===== src/hdl/gpq_pkg.sv =====
// ----------------------------------------------------------------------------
// gpq_pkg: shared types and constants of the gamepad event qualifier
// Event encoding, key layout, register map and the shared adder's request.
// ----------------------------------------------------------------------------
package gpq_pkg;

  // Key and channel counts of one controller.
  localparam int KEY_COUNT    = 24;
  localparam int ANALOG_COUNT = 6;

  // Register map: index of each register in the configuration space.
  localparam logic [2:0] REG_LEFT_DZ   = 3'd0;
  localparam logic [2:0] REG_RIGHT_DZ  = 3'd1;
  localparam logic [2:0] REG_TRIG_THR  = 3'd2;
  localparam logic [2:0] REG_INIT_RPT  = 3'd3;
  localparam logic [2:0] REG_RPT_INTVL = 3'd4;

  // Register reset values.
  localparam logic [14:0] LEFT_DZ_RST   = 15'd7849;
  localparam logic [14:0] RIGHT_DZ_RST  = 15'd8689;
  localparam logic [7:0]  TRIG_THR_RST  = 8'd30;
  localparam logic [15:0] INIT_RPT_RST  = 16'd200;
  localparam logic [15:0] RPT_INTVL_RST = 16'd100;

  // Bit position in the button word of each of the ten face/shoulder keys.
  localparam logic [3:0] BTN_POS [10] = '{
    4'd12, 4'd13, 4'd14, 4'd15, 4'd8, 4'd9, 4'd5, 4'd4, 4'd6, 4'd7
  };

  // Kind of one emitted event.
  typedef enum logic [2:0] {
    EV_ANALOG  = 3'd0,
    EV_PRESS   = 3'd1,
    EV_RELEASE = 3'd2,
    EV_REPEAT  = 3'd3,
    EV_NONE    = 3'd4
  } ev_kind_t;

  // One emitted event.
  typedef struct packed {
    ev_kind_t           kind;
    logic [4:0]         key;
    logic [1:0]         ctl;
    logic signed [15:0] value;
    logic               last;
  } event_t;

  // Request from the sequencer to the event buffer.
  typedef struct packed {
    logic   push;
    logic   fin;
    event_t evt;
  } emit_req_t;

  // Room status of the event buffer.
  typedef struct packed {
    logic push_ok;
    logic out_free;
  } emit_sts_t;

  // Shared adder operation.
  typedef enum logic {
    ALU_ADD = 1'b0,
    ALU_SUB = 1'b1
  } alu_op_t;

  typedef struct packed {
    alu_op_t     op;
    logic [31:0] a;
    logic [31:0] b;
  } alu_req_t;

  // Forms the 24 digital keys of one poll sample.
  function automatic logic [23:0] form_keys(
    input logic [15:0]        btn,
    input logic [7:0]         lt,
    input logic [7:0]         rt,
    input logic signed [15:0] lx,
    input logic signed [15:0] ly,
    input logic signed [15:0] rx,
    input logic signed [15:0] ry,
    input logic [14:0]        ldz,
    input logic [14:0]        rdz,
    input logic [7:0]         tdz
  );
    logic [23:0]        k;
    logic signed [16:0] lp, ln, rp, rn;
    logic signed [16:0] lxe, lye, rxe, rye;
    k   = '0;
    lp  = $signed({2'b00, ldz});
    ln  = -lp;
    rp  = $signed({2'b00, rdz});
    rn  = -rp;
    lxe = $signed({lx[15], lx});
    lye = $signed({ly[15], ly});
    rxe = $signed({rx[15], rx});
    rye = $signed({ry[15], ry});
    for (int i = 0; i < 10; i++) begin
      k[i] = btn[BTN_POS[i]];
    end
    k[10]    = (lt > tdz);
    k[11]    = (rt > tdz);
    k[15:12] = btn[3:0];
    k[16]    = (lye > lp);
    k[17]    = (lye < ln);
    k[18]    = (lxe < ln);
    k[19]    = (lxe > lp);
    k[20]    = (rye > rp);
    k[21]    = (rye < rn);
    k[22]    = (rxe < rn);
    k[23]    = (rxe > rp);
    return k;
  endfunction

endpackage


===== src/hdl/gamepad_event_qualifier.sv =====
// ----------------------------------------------------------------------------
// gamepad_event_qualifier: gamepad poll sample to key and analog events
// Sequencer that walks the analog channels and the 24 keys of one sample
// through a shared adder and two small memories.
// ----------------------------------------------------------------------------
// Usage: one poll sample enters on the in_ channel (valid/stall). The block
// stalls its input from the accepting edge until the last event of that
// sample has been loaded into the output register. Events leave on the out_
// channel, one per item, in order: analog reports, then press, release and
// repeat events in key order; out_last_event marks the final one of a sample.
// A sample that causes nothing yields one event of kind "no event".
// Sequencing: the single shared adder and the single-port memories set the
// pace; each analog channel and each key takes a read step and an
// evaluation step, and a key whose repeat is due takes a repeat step too.
// An idle or disconnected sample goes straight to the end of the sample.
// A stalled receiver holds the sequencer only when a new event finds both
// the holding stage and the output register full, or when the end of a
// sample finds the output register full.
// Reset (rst_n, synchronous) restores the register defaults, marks every
// controller as disconnected, clears held keys and axis history.
// Configuration (APB, pready always high) must be written only while idle; the block itself does not enforce it.
// ----------------------------------------------------------------------------
module gamepad_event_qualifier #(
  parameter int CONTROLLER_COUNT = 4
) (
  input  logic               clk,
  input  logic               rst_n,
  input  logic               psel,
  input  logic               penable,
  input  logic               pwrite,
  input  logic [4:0]         paddr,
  input  logic [31:0]        pwdata,
  output logic [31:0]        prdata,
  output logic               pready,
  input  logic               in_valid,
  output logic               in_stall,
  input  logic [1:0]         in_controller_index,
  input  logic               in_read_ok,
  input  logic [15:0]        in_button_bits,
  input  logic [7:0]         in_left_trigger,
  input  logic [7:0]         in_right_trigger,
  input  logic signed [15:0] in_left_x,
  input  logic signed [15:0] in_left_y,
  input  logic signed [15:0] in_right_x,
  input  logic signed [15:0] in_right_y,
  input  logic [31:0]        in_now_ticks,
  output logic               out_valid,
  input  logic               out_stall,
  output logic [2:0]         out_event_kind,
  output logic [4:0]         out_key_code,
  output logic [1:0]         out_event_controller,
  output logic signed [15:0] out_analog_value,
  output logic               out_last_event
);
  import gpq_pkg::*;

  localparam int CW       = (CONTROLLER_COUNT > 1) ? $clog2(CONTROLLER_COUNT) : 1;
  localparam int PA_DEPTH = CONTROLLER_COUNT * 6;
  localparam int DL_DEPTH = CONTROLLER_COUNT * 24;
  localparam int PA_AW    = $clog2(PA_DEPTH);
  localparam int DL_AW    = $clog2(DL_DEPTH);

  typedef enum logic [6:0] {
    S_IDLE = 7'b0000001,
    S_ARD  = 7'b0000010,
    S_AEV  = 7'b0000100,
    S_KRD  = 7'b0001000,
    S_KEV  = 7'b0010000,
    S_KRP  = 7'b0100000,
    S_DONE = 7'b1000000
  } state_t;

  // Configuration registers.
  logic [14:0] ldz_r, rdz_r;
  logic [7:0]  tdz_r;
  logic [15:0] init_r, intv_r;

  // Sequencer control.
  state_t      state_r, state_nxt;
  logic [2:0]  aidx_r, aidx_nxt;
  logic [4:0]  kidx_r, kidx_nxt;
  logic        act_r;
  logic        held_we;

  // Captured sample.
  logic [1:0]         c_r;
  logic signed [15:0] lx_r, ly_r, rx_r, ry_r;
  logic [7:0]         lt_r, rt_r;
  logic [31:0]        now_r;
  logic [23:0]        keys_r;

  // Per-controller link and held keys.
  logic              link_up_r [CONTROLLER_COUNT];
  logic [23:0]       held_r    [CONTROLLER_COUNT];

  logic        in_acc, in_range, in_act;
  logic [CW-1:0] in_cidx, cidx_r;
  logic        cfg_wr;

  // Memory and adder connections.
  logic               pa_rd, pa_we, dl_rd, dl_we;
  logic [7:0]         pa_full;
  logic [9:0]         dl_full;
  logic signed [15:0] pa_rdata;
  logic [31:0]        dl_rdata, dl_wdata;
  alu_req_t           alu_req;
  logic [31:0]        alu_res;
  emit_req_t          emit_req;
  emit_sts_t          emit_sts;
  event_t             out_evt;

  // Channel under evaluation.
  logic signed [15:0] cur_val;
  logic [14:0]        cur_dz;
  logic [15:0]        cur_abs;
  logic               was_held, now_key;

  assign pready = 1'b1;
  assign cfg_wr = psel && penable && pwrite;

  // Register read-back.
  always_comb begin
    case (paddr[4:2])
      REG_LEFT_DZ:   prdata = {17'd0, ldz_r};
      REG_RIGHT_DZ:  prdata = {17'd0, rdz_r};
      REG_TRIG_THR:  prdata = {24'd0, tdz_r};
      REG_INIT_RPT:  prdata = {16'd0, init_r};
      REG_RPT_INTVL: prdata = {16'd0, intv_r};
      default:       prdata = 32'd0;
    endcase
  end

  // Input handshake and sample qualification.
  assign in_stall = (state_r != S_IDLE);
  assign in_acc   = in_valid && !in_stall;
  assign in_cidx  = CW'(in_controller_index);
  assign in_range = (int'(in_controller_index) < CONTROLLER_COUNT);
  assign in_act   = in_range && link_up_r[in_cidx] && in_read_ok;
  assign cidx_r   = CW'(c_r);

  // Memory addresses: controller * 6 + channel, controller * 24 + key.
  assign pa_full = {4'd0, c_r, 2'b00} + {5'd0, c_r, 1'b0} + {5'd0, aidx_r};
  assign dl_full = {4'd0, c_r, 4'd0} + {5'd0, c_r, 3'd0} + {5'd0, kidx_r};

  // Value and deadzone of the current analog channel.
  always_comb begin
    case (aidx_r)
      3'd0:    cur_val = lx_r;
      3'd1:    cur_val = ly_r;
      3'd2:    cur_val = rx_r;
      3'd3:    cur_val = ry_r;
      3'd4:    cur_val = $signed({8'd0, lt_r});
      3'd5:    cur_val = $signed({8'd0, rt_r});
      default: cur_val = 16'sd0;
    endcase
    case (aidx_r)
      3'd0, 3'd1: cur_dz = ldz_r;
      3'd2, 3'd3: cur_dz = rdz_r;
      default:    cur_dz = {7'd0, tdz_r};
    endcase
  end

  assign cur_abs  = cur_val[15] ? (~cur_val + 16'd1) : cur_val;
  assign was_held = held_r[cidx_r][kidx_r];
  assign now_key  = keys_r[kidx_r];

  // Operands of the shared adder per step.
  always_comb begin
    alu_req.op = ALU_ADD;
    alu_req.a  = 32'd0;
    alu_req.b  = 32'd0;
    case (state_r)
      S_AEV: begin
        alu_req.op = ALU_SUB;
        alu_req.a  = {17'd0, cur_dz};
        alu_req.b  = {16'd0, cur_abs};
      end
      S_KEV: begin
        if (!was_held && now_key) begin
          alu_req.op = ALU_ADD;
          alu_req.b  = {16'd0, init_r};
        end else begin
          alu_req.op = ALU_SUB;
          alu_req.b  = dl_rdata;
        end
        alu_req.a = now_r;
      end
      S_KRP: begin
        alu_req.op = ALU_ADD;
        alu_req.a  = now_r;
        alu_req.b  = {16'd0, intv_r};
      end
      default: begin
        alu_req.op = ALU_ADD;
      end
    endcase
  end

  gpq_alu u_alu (
    .req (alu_req),
    .res (alu_res)
  );

  assign dl_wdata = alu_res;

  // Sequencer: analog channels, then keys, then the end of the sample; an inactive sample goes straight to the end.
  always_comb begin
    state_nxt          = state_r;
    aidx_nxt           = aidx_r;
    kidx_nxt           = kidx_r;
    pa_rd              = 1'b0;
    pa_we              = 1'b0;
    dl_rd              = 1'b0;
    dl_we              = 1'b0;
    held_we            = 1'b0;
    emit_req.push      = 1'b0;
    emit_req.fin       = 1'b0;
    emit_req.evt.kind  = EV_NONE;
    emit_req.evt.key   = 5'd0;
    emit_req.evt.ctl   = c_r;
    emit_req.evt.value = 16'sd0;
    emit_req.evt.last  = 1'b0;
    case (state_r)
      S_IDLE: begin
        if (in_acc) begin
          aidx_nxt  = 3'd0;
          kidx_nxt  = 5'd0;
          state_nxt = in_act ? S_ARD : S_DONE;
        end
      end
      S_ARD: begin
        pa_rd     = 1'b1;
        state_nxt = S_AEV;
      end
      S_AEV: begin
        // Report when changed or outside the deadzone (dz - |v| negative).
        emit_req.evt.kind  = EV_ANALOG;
        emit_req.evt.key   = 5'(KEY_COUNT) + {2'd0, aidx_r};
        emit_req.evt.value = cur_val;
        if (!(((pa_rdata != cur_val) || alu_res[31]) && !emit_sts.push_ok)) begin
          emit_req.push = (pa_rdata != cur_val) || alu_res[31];
          pa_we         = 1'b1;
          if (aidx_r == 3'(ANALOG_COUNT - 1)) begin
            state_nxt = S_KRD;
          end else begin
            aidx_nxt  = aidx_r + 3'd1;
            state_nxt = S_ARD;
          end
        end
      end
      S_KRD: begin
        dl_rd     = 1'b1;
        state_nxt = S_KEV;
      end
      S_KEV: begin
        emit_req.evt.key  = kidx_r;
        emit_req.evt.kind = now_key ? EV_PRESS : EV_RELEASE;
        if (was_held != now_key) begin
          if (emit_sts.push_ok) begin
            emit_req.push = 1'b1;
            dl_we         = now_key;
            if (kidx_r == 5'(KEY_COUNT - 1)) begin
              state_nxt = S_DONE;
            end else begin
              kidx_nxt  = kidx_r + 5'd1;
              state_nxt = S_KRD;
            end
          end
        end else if (was_held && !alu_res[31]) begin
          // Deadline reached, wrap-safe: take the repeat step.
          state_nxt = S_KRP;
        end else if (kidx_r == 5'(KEY_COUNT - 1)) begin
          state_nxt = S_DONE;
        end else begin
          kidx_nxt  = kidx_r + 5'd1;
          state_nxt = S_KRD;
        end
      end
      S_KRP: begin
        emit_req.evt.key  = kidx_r;
        emit_req.evt.kind = EV_REPEAT;
        if (emit_sts.push_ok) begin
          emit_req.push = 1'b1;
          dl_we         = 1'b1;
          if (kidx_r == 5'(KEY_COUNT - 1)) begin
            state_nxt = S_DONE;
          end else begin
            kidx_nxt  = kidx_r + 5'd1;
            state_nxt = S_KRD;
          end
        end
      end
      S_DONE: begin
        if (emit_sts.out_free) begin
          emit_req.fin = 1'b1;
          held_we      = act_r;
          state_nxt    = S_IDLE;
        end
      end
      default: begin
        state_nxt = S_IDLE;
      end
    endcase
  end

  // Control state, link tracking, held keys and configuration.
  always_ff @(posedge clk) begin
    if (!rst_n) begin
      state_r <= S_IDLE;
      aidx_r  <= 3'd0;
      kidx_r  <= 5'd0;
      act_r   <= 1'b0;
      ldz_r   <= LEFT_DZ_RST;
      rdz_r   <= RIGHT_DZ_RST;
      tdz_r   <= TRIG_THR_RST;
      init_r  <= INIT_RPT_RST;
      intv_r  <= RPT_INTVL_RST;
      for (int i = 0; i < CONTROLLER_COUNT; i++) begin
        link_up_r[i] <= 1'b0;
        held_r[i]    <= 24'd0;
      end
    end else begin
      state_r <= state_nxt;
      aidx_r  <= aidx_nxt;
      kidx_r  <= kidx_nxt;
      if (in_acc) begin
        act_r <= in_act;
        if (in_range) begin
          link_up_r[in_cidx] <= in_read_ok;
        end
      end
      if (held_we) begin
        held_r[cidx_r] <= keys_r;
      end
      if (cfg_wr) begin
        case (paddr[4:2])
          REG_LEFT_DZ:   ldz_r  <= pwdata[14:0];
          REG_RIGHT_DZ:  rdz_r  <= pwdata[14:0];
          REG_TRIG_THR:  tdz_r  <= pwdata[7:0];
          REG_INIT_RPT:  init_r <= pwdata[15:0];
          REG_RPT_INTVL: intv_r <= pwdata[15:0];
          default: begin
          end
        endcase
      end
    end
  end

  // Sample capture; keys are formed with the current thresholds.
  always_ff @(posedge clk) begin
    if (in_acc) begin
      c_r    <= in_controller_index;
      lx_r   <= in_left_x;
      ly_r   <= in_left_y;
      rx_r   <= in_right_x;
      ry_r   <= in_right_y;
      lt_r   <= in_left_trigger;
      rt_r   <= in_right_trigger;
      now_r  <= in_now_ticks;
      keys_r <= form_keys(in_button_bits, in_left_trigger, in_right_trigger,
                          in_left_x, in_left_y, in_right_x, in_right_y,
                          ldz_r, rdz_r, tdz_r);
    end
  end

  gpq_store #(
    .CONTROLLER_COUNT (CONTROLLER_COUNT)
  ) u_store (
    .clk      (clk),
    .rst_n    (rst_n),
    .pa_rd    (pa_rd),
    .pa_we    (pa_we),
    .pa_addr  (pa_full[PA_AW-1:0]),
    .pa_wdata (cur_val),
    .pa_rdata (pa_rdata),
    .dl_rd    (dl_rd),
    .dl_we    (dl_we),
    .dl_addr  (dl_full[DL_AW-1:0]),
    .dl_wdata (dl_wdata),
    .dl_rdata (dl_rdata)
  );

  gpq_emit u_emit (
    .clk       (clk),
    .rst_n     (rst_n),
    .req       (emit_req),
    .sts       (emit_sts),
    .out_stall (out_stall),
    .out_valid (out_valid),
    .out_evt   (out_evt)
  );

  // Result ports.
  assign out_event_kind       = out_evt.kind;
  assign out_key_code         = out_evt.key;
  assign out_event_controller = out_evt.ctl;
  assign out_analog_value     = out_evt.value;
  assign out_last_event       = out_evt.last;

  // An event is only handed over when the buffer has room for it.
  a_push_room: assert property (@(posedge clk) disable iff (!rst_n)
    emit_req.push |-> emit_sts.push_ok)
    else $error("event pushed without room in the event buffer");

  // Closing a sample always lands a last event in the output register.
  a_fin_last: assert property (@(posedge clk) disable iff (!rst_n)
    emit_req.fin |=> (out_valid && out_last_event))
    else $error("end of sample did not present a last event");

  // An accepted item keeps the input stalled on the next cycle.
  a_busy_after_accept: assert property (@(posedge clk) disable iff (!rst_n)
    (in_valid && !in_stall) |=> in_stall)
    else $error("input not stalled after an accepted item");

  // No memory write while no sample is being processed.
  a_idle_no_write: assert property (@(posedge clk) disable iff (!rst_n)
    (state_r == S_IDLE) |-> !(pa_we || dl_we || held_we))
    else $error("state written while idle");

  // Held keys change only at the end of an active sample.
  a_held_at_end: assert property (@(posedge clk) disable iff (!rst_n)
    held_we |-> (act_r && emit_req.fin))
    else $error("held keys written outside the end of an active sample");

endmodule


===== src/hdl/gpq_alu.sv =====
// ----------------------------------------------------------------------------
// gpq_alu: shared 32-bit add/subtract unit
// Serves deadzone compares, wrap-safe deadline checks and deadline updates.
// ----------------------------------------------------------------------------
module gpq_alu (
  input  gpq_pkg::alu_req_t req,
  output logic [31:0]       res
);
  import gpq_pkg::*;

  logic [31:0] b_op;

  // Subtraction is an add of the inverted operand with a carry in.
  assign b_op = (req.op == ALU_SUB) ? ~req.b : req.b;
  assign res  = req.a + b_op + {31'd0, (req.op == ALU_SUB)};

endmodule


===== src/hdl/gpq_store.sv =====
// ----------------------------------------------------------------------------
// gpq_store: per-controller axis history and repeat deadline memories
// Single-port memories with registered read data; axis history reads as zero
// until an entry is first written.
// ----------------------------------------------------------------------------
module gpq_store #(
  parameter  int CONTROLLER_COUNT = 4,
  localparam int PA_DEPTH = CONTROLLER_COUNT * 6,
  localparam int DL_DEPTH = CONTROLLER_COUNT * 24,
  localparam int PA_AW    = $clog2(PA_DEPTH),
  localparam int DL_AW    = $clog2(DL_DEPTH)
) (
  input  logic                     clk,
  input  logic                     rst_n,
  input  logic                     pa_rd,
  input  logic                     pa_we,
  input  logic [PA_AW-1:0]         pa_addr,
  input  logic signed [15:0]       pa_wdata,
  output logic signed [15:0]       pa_rdata,
  input  logic                     dl_rd,
  input  logic                     dl_we,
  input  logic [DL_AW-1:0]         dl_addr,
  input  logic [31:0]              dl_wdata,
  output logic [31:0]              dl_rdata
);
  import gpq_pkg::*;

  logic signed [15:0] pa_mem [PA_DEPTH];
  logic [PA_DEPTH-1:0] pa_vld_r;
  logic signed [15:0] pa_data_r;
  logic               pa_rvld_r;
  logic [31:0]        dl_mem [DL_DEPTH];
  logic [31:0]        dl_data_r;

  // Axis history memory.
  always_ff @(posedge clk) begin
    if (pa_we) begin
      pa_mem[pa_addr] <= pa_wdata;
    end
    if (pa_rd) begin
      pa_data_r <= pa_mem[pa_addr];
    end
  end

  // Written marks of the axis history, cleared at reset.
  always_ff @(posedge clk) begin
    if (!rst_n) begin
      pa_vld_r  <= '0;
      pa_rvld_r <= 1'b0;
    end else begin
      if (pa_we) begin
        pa_vld_r[pa_addr] <= 1'b1;
      end
      if (pa_rd) begin
        pa_rvld_r <= pa_vld_r[pa_addr];
      end
    end
  end

  assign pa_rdata = pa_rvld_r ? pa_data_r : 16'sd0;

  // Repeat deadline memory.
  always_ff @(posedge clk) begin
    if (dl_we) begin
      dl_mem[dl_addr] <= dl_wdata;
    end
    if (dl_rd) begin
      dl_data_r <= dl_mem[dl_addr];
    end
  end

  assign dl_rdata = dl_data_r;

endmodule


===== src/hdl/gpq_emit.sv =====
// ----------------------------------------------------------------------------
// gpq_emit: event holding stage and output register
// Holds the newest event back until the next one, or the end of the sample,
// shows whether it is the last one of its sample.
// ----------------------------------------------------------------------------
module gpq_emit (
  input  logic                clk,
  input  logic                rst_n,
  input  gpq_pkg::emit_req_t  req,
  output gpq_pkg::emit_sts_t  sts,
  input  logic                out_stall,
  output logic                out_valid,
  output gpq_pkg::event_t     out_evt
);
  import gpq_pkg::*;

  event_t pend_r, pend_nxt;
  logic   pend_v_r, pend_v_nxt;
  event_t out_r, out_nxt;
  logic   out_valid_r, out_valid_nxt;

  // Room for a new event and for the final one.
  assign sts.out_free = !out_valid_r || !out_stall;
  assign sts.push_ok  = !pend_v_r || sts.out_free;

  // A push moves the held event out; the end of a sample flushes it, or a no-event when none is held, as last.
  always_comb begin
    out_valid_nxt = out_valid_r && out_stall;
    out_nxt       = out_r;
    pend_nxt      = pend_r;
    pend_v_nxt    = pend_v_r;
    if (req.push) begin
      if (pend_v_r) begin
        out_nxt       = pend_r;
        out_valid_nxt = 1'b1;
      end
      pend_nxt   = req.evt;
      pend_v_nxt = 1'b1;
    end else if (req.fin) begin
      out_nxt       = pend_v_r ? pend_r : req.evt;
      out_nxt.last  = 1'b1;
      out_valid_nxt = 1'b1;
      pend_v_nxt    = 1'b0;
    end
  end

  always_ff @(posedge clk) begin
    if (!rst_n) begin
      pend_v_r    <= 1'b0;
      out_valid_r <= 1'b0;
    end else begin
      pend_v_r    <= pend_v_nxt;
      out_valid_r <= out_valid_nxt;
    end
  end

  always_ff @(posedge clk) begin
    pend_r <= pend_nxt;
    out_r  <= out_nxt;
  end

  assign out_valid = out_valid_r;
  assign out_evt   = out_r;

endmodule

===== config.mk =====
export PLATFORM = sky130hd
export DESIGN_NAME = gamepad_event_qualifier
export DESIGN_NICKNAME = d
export VERILOG_FILES = /design/src/hdl/gpq_pkg.sv /design/src/hdl/gamepad_event_qualifier.sv /design/src/hdl/gpq_alu.sv /design/src/hdl/gpq_store.sv /design/src/hdl/gpq_emit.sv
export SDC_FILE = /design/constraint.sdc
export NUM_CORES = 2
export LEC_CHECK = 0
export BUFFER_PORTS_ARGS = -buffer_cell sky130_fd_sc_hd__buf_2
export CORE_MARGIN = 1
export CORE_UTILIZATION = 30
export DETAILED_ROUTE_END_ITERATION = 10
export HOLD_SLACK_MARGIN = 0.15
export PLACE_DENSITY = 0.54
export SYNTH_ARGS = -nofsm -noshare
export SYNTH_HDL_FRONTEND = slang
export SYNTH_SLANG_ARGS = --single-unit

===== constraint.sdc =====
create_clock -name clk -period 23 [get_ports clk]
set_input_delay 1.15 -clock clk [delete_from_list [all_inputs] [get_ports clk]]
set_output_delay 1.15 -clock clk [all_outputs]
set_load 0.01 [all_outputs]

## Word-level counts from Yosys, hierarchy flattened

Memory sizes are Yosys's and may differ from the RTL's. A register that Yosys moved wholly into a read port is not among the register bits.
Cells that the tools add are included.

- Muxes and demuxes: 83
- Reductions and logical operators: 37
- Add/sub/neg operators: 12
- Equality and inequality tests: 26
- $lt $le $gt $ge: 13
- Bitwise logic cells: 3

Operators with widths:

| operator | count |
|---|---|
| $pmux 64 s3 | 1 |
| $mux 27 | 4 |
| $pmux 16 s6 | 1 |
| $pmux 16 s5 | 1 |
| $lt 16x17->1 | 4 |
| $gt 16x16->1 | 4 |
| $mux 32 | 2 |
| $mux 7 | 8 |
| $pmux 7 s7 | 1 |
| $mux 16 | 3 |
| $mux 1 | 37 |
| $neg 15->17 | 2 |
| $add 32x1->32 | 1 |
| $add 32x32->32 | 1 |
| $not 32->32 | 1 |
| $pmux 15 s2 | 1 |
| $mux 5 | 5 |
| $mux 24 | 1 |
| $or 24x24->24 | 1 |
| $pmux 8 s3 | 1 |
| $reduce_or 24->1 | 1 |
| $add 16x1->16 const B | 1 |
| $gt 8x8->1 | 2 |
| $ne 16x16->1 | 1 |
| other kinds (46) | 89 |

- Memory bits (writable): 3,556
- Bits in registers: 304
- Output and inout port bits: 62
- Input port bits: 175
- Logic and storage cells: 209
- Memories: 4

Memory list:

| memory | depth | width | read ports | clocked after Yosys merged registers in | write ports | line | RTL |
|---|---|---|---|---|---|---|---|
| u_store.dl_mem | 96 | 32 | 1 | 1 | 1 | gpq_store.sv:32 | `logic [31:0] dl_mem [DL_DEPTH];` |
| u_store.pa_mem | 24 | 16 | 1 | 1 | 1 | gpq_store.sv:28 | `logic signed [15:0] pa_mem [PA_DEPTH];` |
| held_r | 4 | 24 | 1 | 1 | 4 | gamepad_event_qualifier.sv:94 | `logic [23:0] held_r [CONTROLLER_COUNT];` |
| link_up_r | 4 | 1 | 1 | 0 | 4 | gamepad_event_qualifier.sv:93 | `logic link_up_r [CONTROLLER_COUNT];` |

## Depth between registers and ports, before layout

- Depth after elaboration: 16
- Depth in mapped cells: 30

## By module

Synthesis repeated with hierarchy kept, for this count alone.

- Cell total of the unflattened synthesis: 9,192
- Area, all modules: 159,505.5 µm²

By module, submodules not included:

| module | times used | area each (µm²) | cells an instance | sequential area each (µm²) |
|---|---|---|---|---|
| gpq_store | 1 | 135,855.3 | 6,942 | 105,721.4 |
| gamepad_event_qualifier | 1 | 19,537.5 | 1,881 | 8,878.5 |
| gpq_alu | 1 | 2,067.0 | 276 | 0.0 |
| gpq_emit | 1 | 2,045.7 | 93 | 1,661.6 |

## Least setup slack after synthesis

Ideal clock, no wire load.

- Path kind: reg-to-reg
- Start point: reg aidx_r[0]
- End point: mem u_store.dl_mem[0][28], data pin
- Stages on the path, launching flop included: 29
- Slack: 12.993 ns
- Period minus slack after synthesis: 10.007 ns
- Data arrival time: 9.260 ns
- Cells stage by stage: dfxtp_1 -> clkbuf_1 -> buf_1 -> clkbuf_1 -> inv_1 -> ha_1 -> buf_2 -> a222oi_1 -> mux2i_1 -> or2_2 -> clkbuf_1 -> nor3_1 -> nand2_1 -> nor3_1 -> a21oi_1 -> xor2_1 -> a222oi_1 -> xor2_1 -> ha_1 -> nand4_1 -> a21oi_1 -> a211oi_1 -> a211oi_1 -> a31oi_1 -> and4b_1 -> o31ai_1 -> a21o_1 -> a21oi_1 -> xnor2_1

- Longest elaborated chain between the ends: 10

Ends and longest elaborated chain:

| element | line | RTL |
|---|---|---|
| from (decl) | gamepad_event_qualifier.sv:80 | `logic [2:0] aidx_r, aidx_nxt;` |
| from (signal assigned) | gamepad_event_qualifier.sv:324 | `aidx_r <= aidx_nxt;` |
| $eq 3x3->1, or another cell as far along | gamepad_event_qualifier.sv:147 | `case (aidx_r)` |
| $pmux 16 s6 (*) | gamepad_event_qualifier.sv:147 |  |
| net cur_val[5] | gamepad_event_qualifier.sv:113 | `logic signed [15:0] cur_val;` |
| $not 16->16 | gamepad_event_qualifier.sv:163 | `assign cur_abs = cur_val[15] ? (~cur_val + 16'd1) : cur_val;` |
| $add 16x1->16 | gamepad_event_qualifier.sv:163 |  |
| $mux 16 (*) | gamepad_event_qualifier.sv:163 |  |
| $pmux 64 s3 (*) | gamepad_event_qualifier.sv:172 | `case (state_r)` |
| $not 32->32 | gpq_alu.sv:14 | `assign b_op = (req.op == ALU_SUB) ? ~req.b : req.b;` |
| $mux 32 (*) | gpq_alu.sv:14 |  |
| $add 32x32->32 (*) | gpq_alu.sv:15 | `assign res = req.a + b_op + {31'd0, (req.op == ALU_SUB)};` |
| $add 32x1->32 (*) | gpq_alu.sv:15 |  |
| net alu_res[28] | gamepad_event_qualifier.sv:107 | `logic [31:0] alu_res;` |
| to (decl) | gpq_store.sv:32 |  |

Mark *: on every way through the listed nets, which the timed path passes. The rest lies on a longest branch.

## Final worst setup path

- Start point: reg kidx_r[1]
- End point: mem u_store.dl_mem[25][30], data pin

- Longest elaborated chain between the ends: 10

Ends and longest elaborated chain:

| element | line | RTL |
|---|---|---|
| from (decl) | gamepad_event_qualifier.sv:81 | `logic [4:0] kidx_r, kidx_nxt;` |
| from (signal assigned) | gamepad_event_qualifier.sv:325 | `kidx_r <= kidx_nxt;` |
| $bmux 1 s5 | gamepad_event_qualifier.sv:164 | `assign was_held = held_r[cidx_r][kidx_r];` |
| $mux 1 (not written as such) | gamepad_event_qualifier.sv:164 |  |
| $logic_not 1->1 | gamepad_event_qualifier.sv:179 | `if (!was_held && now_key) begin` |
| $logic_and 1x1->1 (*) | gamepad_event_qualifier.sv:179 |  |
| $mux 32 | gamepad_event_qualifier.sv:179 |  |
| $pmux 64 s3 | gamepad_event_qualifier.sv:172 |  |
| $not 32->32 | gpq_alu.sv:14 |  |
| $mux 32 | gpq_alu.sv:14 |  |
| $add 32x32->32 | gpq_alu.sv:15 |  |
| $add 32x1->32 (*) | gpq_alu.sv:15 |  |
| net alu_res[30] | gamepad_event_qualifier.sv:107 |  |

Mark *: on every way through the listed nets, which the timed path passes. The rest lies on a longest branch. The select of a mux whose other input is x is not followed.

==> run_results.csv <==
group,metric,value,unit
place,place_inst,15400,
floorplan,start_util,0.302,
timing,period_share,0.435,
outcome,status,"completed",
critical_path,cp-start-kind,"register",
power_and_ir_drop,pwr-share-seq,0.535,
critical_path,cp-end-kind,"register",
power_and_ir_drop,p_int,11.3,mW
detailed_routing,viasPerCell,5.51,
floorplan,die_area,0.505,mm²
cells_and_area,layoutNonFillerInstCount,16200,
clocking,path_clk_slew,0.06,ns
clocking,clock_latency,1.01,ns
timing,period_minus_slack,10.00,ns
power_and_ir_drop,share_comb_of_total_power,0.046,
critical_path,cp_max_fo,80,
logic_synthesis,synth_seq_cells,3910,
floorplan,die_width,711,µm
timing,maxSlewViolCount,0,
timing,max_slew.worst_pin.slew,1.43,ns
detailed_routing,wl_met1,198,mm
place,port_buffers,199,
critical_path,required,23.64,ns
clocking,hold_buffers,0,
detailed_routing,drtIter0Drc,11800,
cells_and_area,fin_util,0.349,
logic_synthesis,seq_area_frac_synth,0.772,
timing,rsz0062_at_grt,"false",
floorplan,num_rows,259,
logic_synthesis,synthArstFlopShare,0,
critical_path,crit_arrival,10.64,ns
critical_path,crit_slowest_cell,"a211oi_1",
power_and_ir_drop,p_switching,3.27,mW
cells_and_area,fill_cells,46500,
global_route,antenna_found_initial,49,
power_and_ir_drop,leakage,60.8,nW
power_and_ir_drop,peakVddDrop,0.0000694,V
clocking,clock-sinks,3910,
detailed_routing,dr.max_layer_used,"met5",
global_route,grt_pass1_vias,85900,
cells_and_area,nNetsFinal,9519,
place,place_ws,13.17,ns
detailed_routing,wirelength,490,mm
critical_path,slowest_delay,0.84,ns
detailed_routing,wl_per_cell,30.3,µm
logic_synthesis,synth_top_area_cell,"edfxtp_1",
detailed_routing,dr_wl_met2,228,mm
floorplan,die_h,711,µm
timing,hold_violations,0,
run,drv_cap,0,
clocking,cts_root_buf,"clkbuf_16",
min_path,min_path_type,"in2reg",
detailed_routing,first_pass_iters,6,
logic_synthesis,yosys_warnings,0,
logic_synthesis,syn_avg_cell_area,17.1,µm²
timing,setup_ws,13.00,ns
cells_and_area,drive_above_1_share,0.149,
timing,whs,0.319,ns
cells_and_area,area_growth,15.5,%
critical_path,critical_path_class,"reg2reg",
place,globalplace.congestion,0.924,
clocking,cts_tree,"done",
global_route,grt-ovfl-total,0,
logic_synthesis,synth_top_area_frac,0.756,
clocking,numCtsBuffers,388,
logic_synthesis,synth_cells,8794,
cells_and_area,design_area,0.174,mm²
power_and_ir_drop,switching_share,0.224,
clocking,cts-resized-gates,0,
detailed_routing,num_vias,89100,
timing,fmax,0.100,GHz
logic_synthesis,yosys-top-cells-area,"edfxtp_1 (76%), a22oi_1 (6.2%), mux4_2 (2.0%), dfxtp_1 (1.6%), ha_1 (1.5%)",
detailed_routing,antenna_left,0,
place,dp_hpwl,285,mm
critical_path,cpMostUsedCell,"buf_4",
place,post_dp_cell_area,0.162,mm²
power_and_ir_drop,p_total,14.6,mW
logic_synthesis,yosys_most_used_dff,"edfxtp_1",
global_route,grt_pass1_wl,672,mm
logic_synthesis,synth_edf_count,3792,
detailed_routing,drc,0,
timing,worst_slew_margin_rel,0.0365,
timing,setup_viol,0,
power_and_ir_drop,p_per_area,84.0,mW/mm²
logic_synthesis,syn-cell-area,0.151,mm²
timing,skew,0.0665,ns
detailed_routing,wl_met3,47.2,mm
clocking,post-cts-setup-buffers,0,
clocking,cts.htree.levels,5,
logic_synthesis,ys_types,93,
timing,setup_tns,0,ns
global_route,grt_usage,0.186,
clocking,clk_path_buf_depth,4,
floorplan,io_pins,237,
global_route,grt_max_degree,147,
floorplan,core-area,0.499,mm²
power_and_ir_drop,power_frac_clock,0.419,
## final timing paths
check,start,endpoint,slack (ns),cells after the start
setup / recovery,kidx_r[1],u_store.dl_mem[25][30],13.00,25
hold / removal,in_now_ticks[28],now_r[28],0.32,1
setup reg to reg,kidx_r[1],u_store.dl_mem[25][30],13.00,25
hold reg to reg,u_store.pa_vld_r[3],u_store.pa_vld_r[3],0.46,1
## cell usage after synthesis, types with 15 or more instances
library cell / count
mux4_2: 136
a41oi_1: 84
dfxtp_1: 118
and2_1: 132
a222oi_1: 15
mux2i_1: 60
nand3_1: 79
and3_1: 19
a22oi_1: 1234
o21a_1: 69
buf_2: 17
nand2b_1: 39
a221oi_1: 187
clkbuf_1: 376
xnor2_1: 65
buf_4: 19
a22o_1: 189
o211ai_1: 65
edfxtp_1: 3792
a21oi_1: 197
nor3_1: 35
nor4_1: 30
o21ai_0: 222
a21o_1: 41
nor2_1: 252
nand4_1: 262
inv_1: 99
or3_1: 16
nor2b_1: 28
ha_1: 184
buf_1: 162
a31oi_1: 71
nand2_1: 273
o2111ai_1: 18
xor2_1: 22
## registers in the layout (all words and copies together), names as in the netlist, 16 cells and up, named ones only
signal	count
keys_r	24
rx_r	16
u_store.pa_vld_r	24
u_store.dl_mem	3072
u_emit.pend_r	26
u_store.dl_rdata	32
init_r	16
ly_r	16
now_r	32
u_store.pa_mem	384
u_store.pa_data_r	16
ry_r	16
held_r	96
u_emit.out_evt	27
lx_r	16
intv_r	16
## layer usage
layer | track usage | vias up
li1 | - | 37200
met1 | 0.252 | 46400
met2 | 0.298 | 4760
met3 | 0.0392 | 792
met4 | 0.0607 | 18
met5 | 0 | -
## cell type report
cell class	count	area [µm²]	area share
Antenna cell	32	80.1	0.000460
Timing Repair Buffer	535	3730	0.0215
Inverter	100	375	0.00216
Multi-Input combinational cell	4220	33000	0.190
Clock buffer	493	10200	0.0585
Tap cell	6655	8330	0.0479
Clock inverter	226	1980	0.0114
Sequential cell	3910	116000	0.668
## power by group through the flow
stage	combinational, mW	sequential (mW)	clock (mW)
after CTS	0.663	7.81	6.22
after global routing	0.691	7.81	6.48
after floorplan	0.284	7.95	0
final	0.673	7.81	6.13
after detailed placement	0.661	7.96	0
after global placement	0.656	7.96	0
## cell usage in the layout (no fill, tap or decap), types with 187 or more instances in the layout
cell       netlist  routed
edfxtp_1      3792    3792
buf_4           19     320
nand2_1        273     271
buf_2           17     198
a21oi_1        197     197
a221oi_1       187     187
o21ai_0        222     219
clkbuf_16        0     390
nand4_1        262     262
a22o_1         189     189
a22oi_1       1234    1234
## worst max-delay path, delay by kind of cell (launching register included)
kind / cells / cell delay, ns
AO/OA/AOI/OAI: 13 / 4.33
buffers and inverters: 4 / 1.95
AND/OR/NAND/NOR: 4 / 1.13
XOR/XNOR: 1 / 0.79
adder cells (fa/ha/maj): 2 / 0.61
multiplexers: 1 / 0.34
flip-flops: 1 / 0.31
## cell families (layout without fill, tap and decap cells)
logic type | count (synthesis) | after routing | synth area share
AOI/OAI and AO/OA | 2503 | 2503 | 0.122
other | 2 | 49 | 0.0000499
and+or+nand+nor | 1199 | 1199 | 0.0406
xor gates and xnor gates | 87 | 87 | 0.00506
adders and majority gates | 189 | 189 | 0.0159
buffers and inverters | 679 | 1354 | 0.0177
muxes | 225 | 225 | 0.0268
DFF | 3910 | 3910 | 0.772
(Power assumes the default switching activity.)
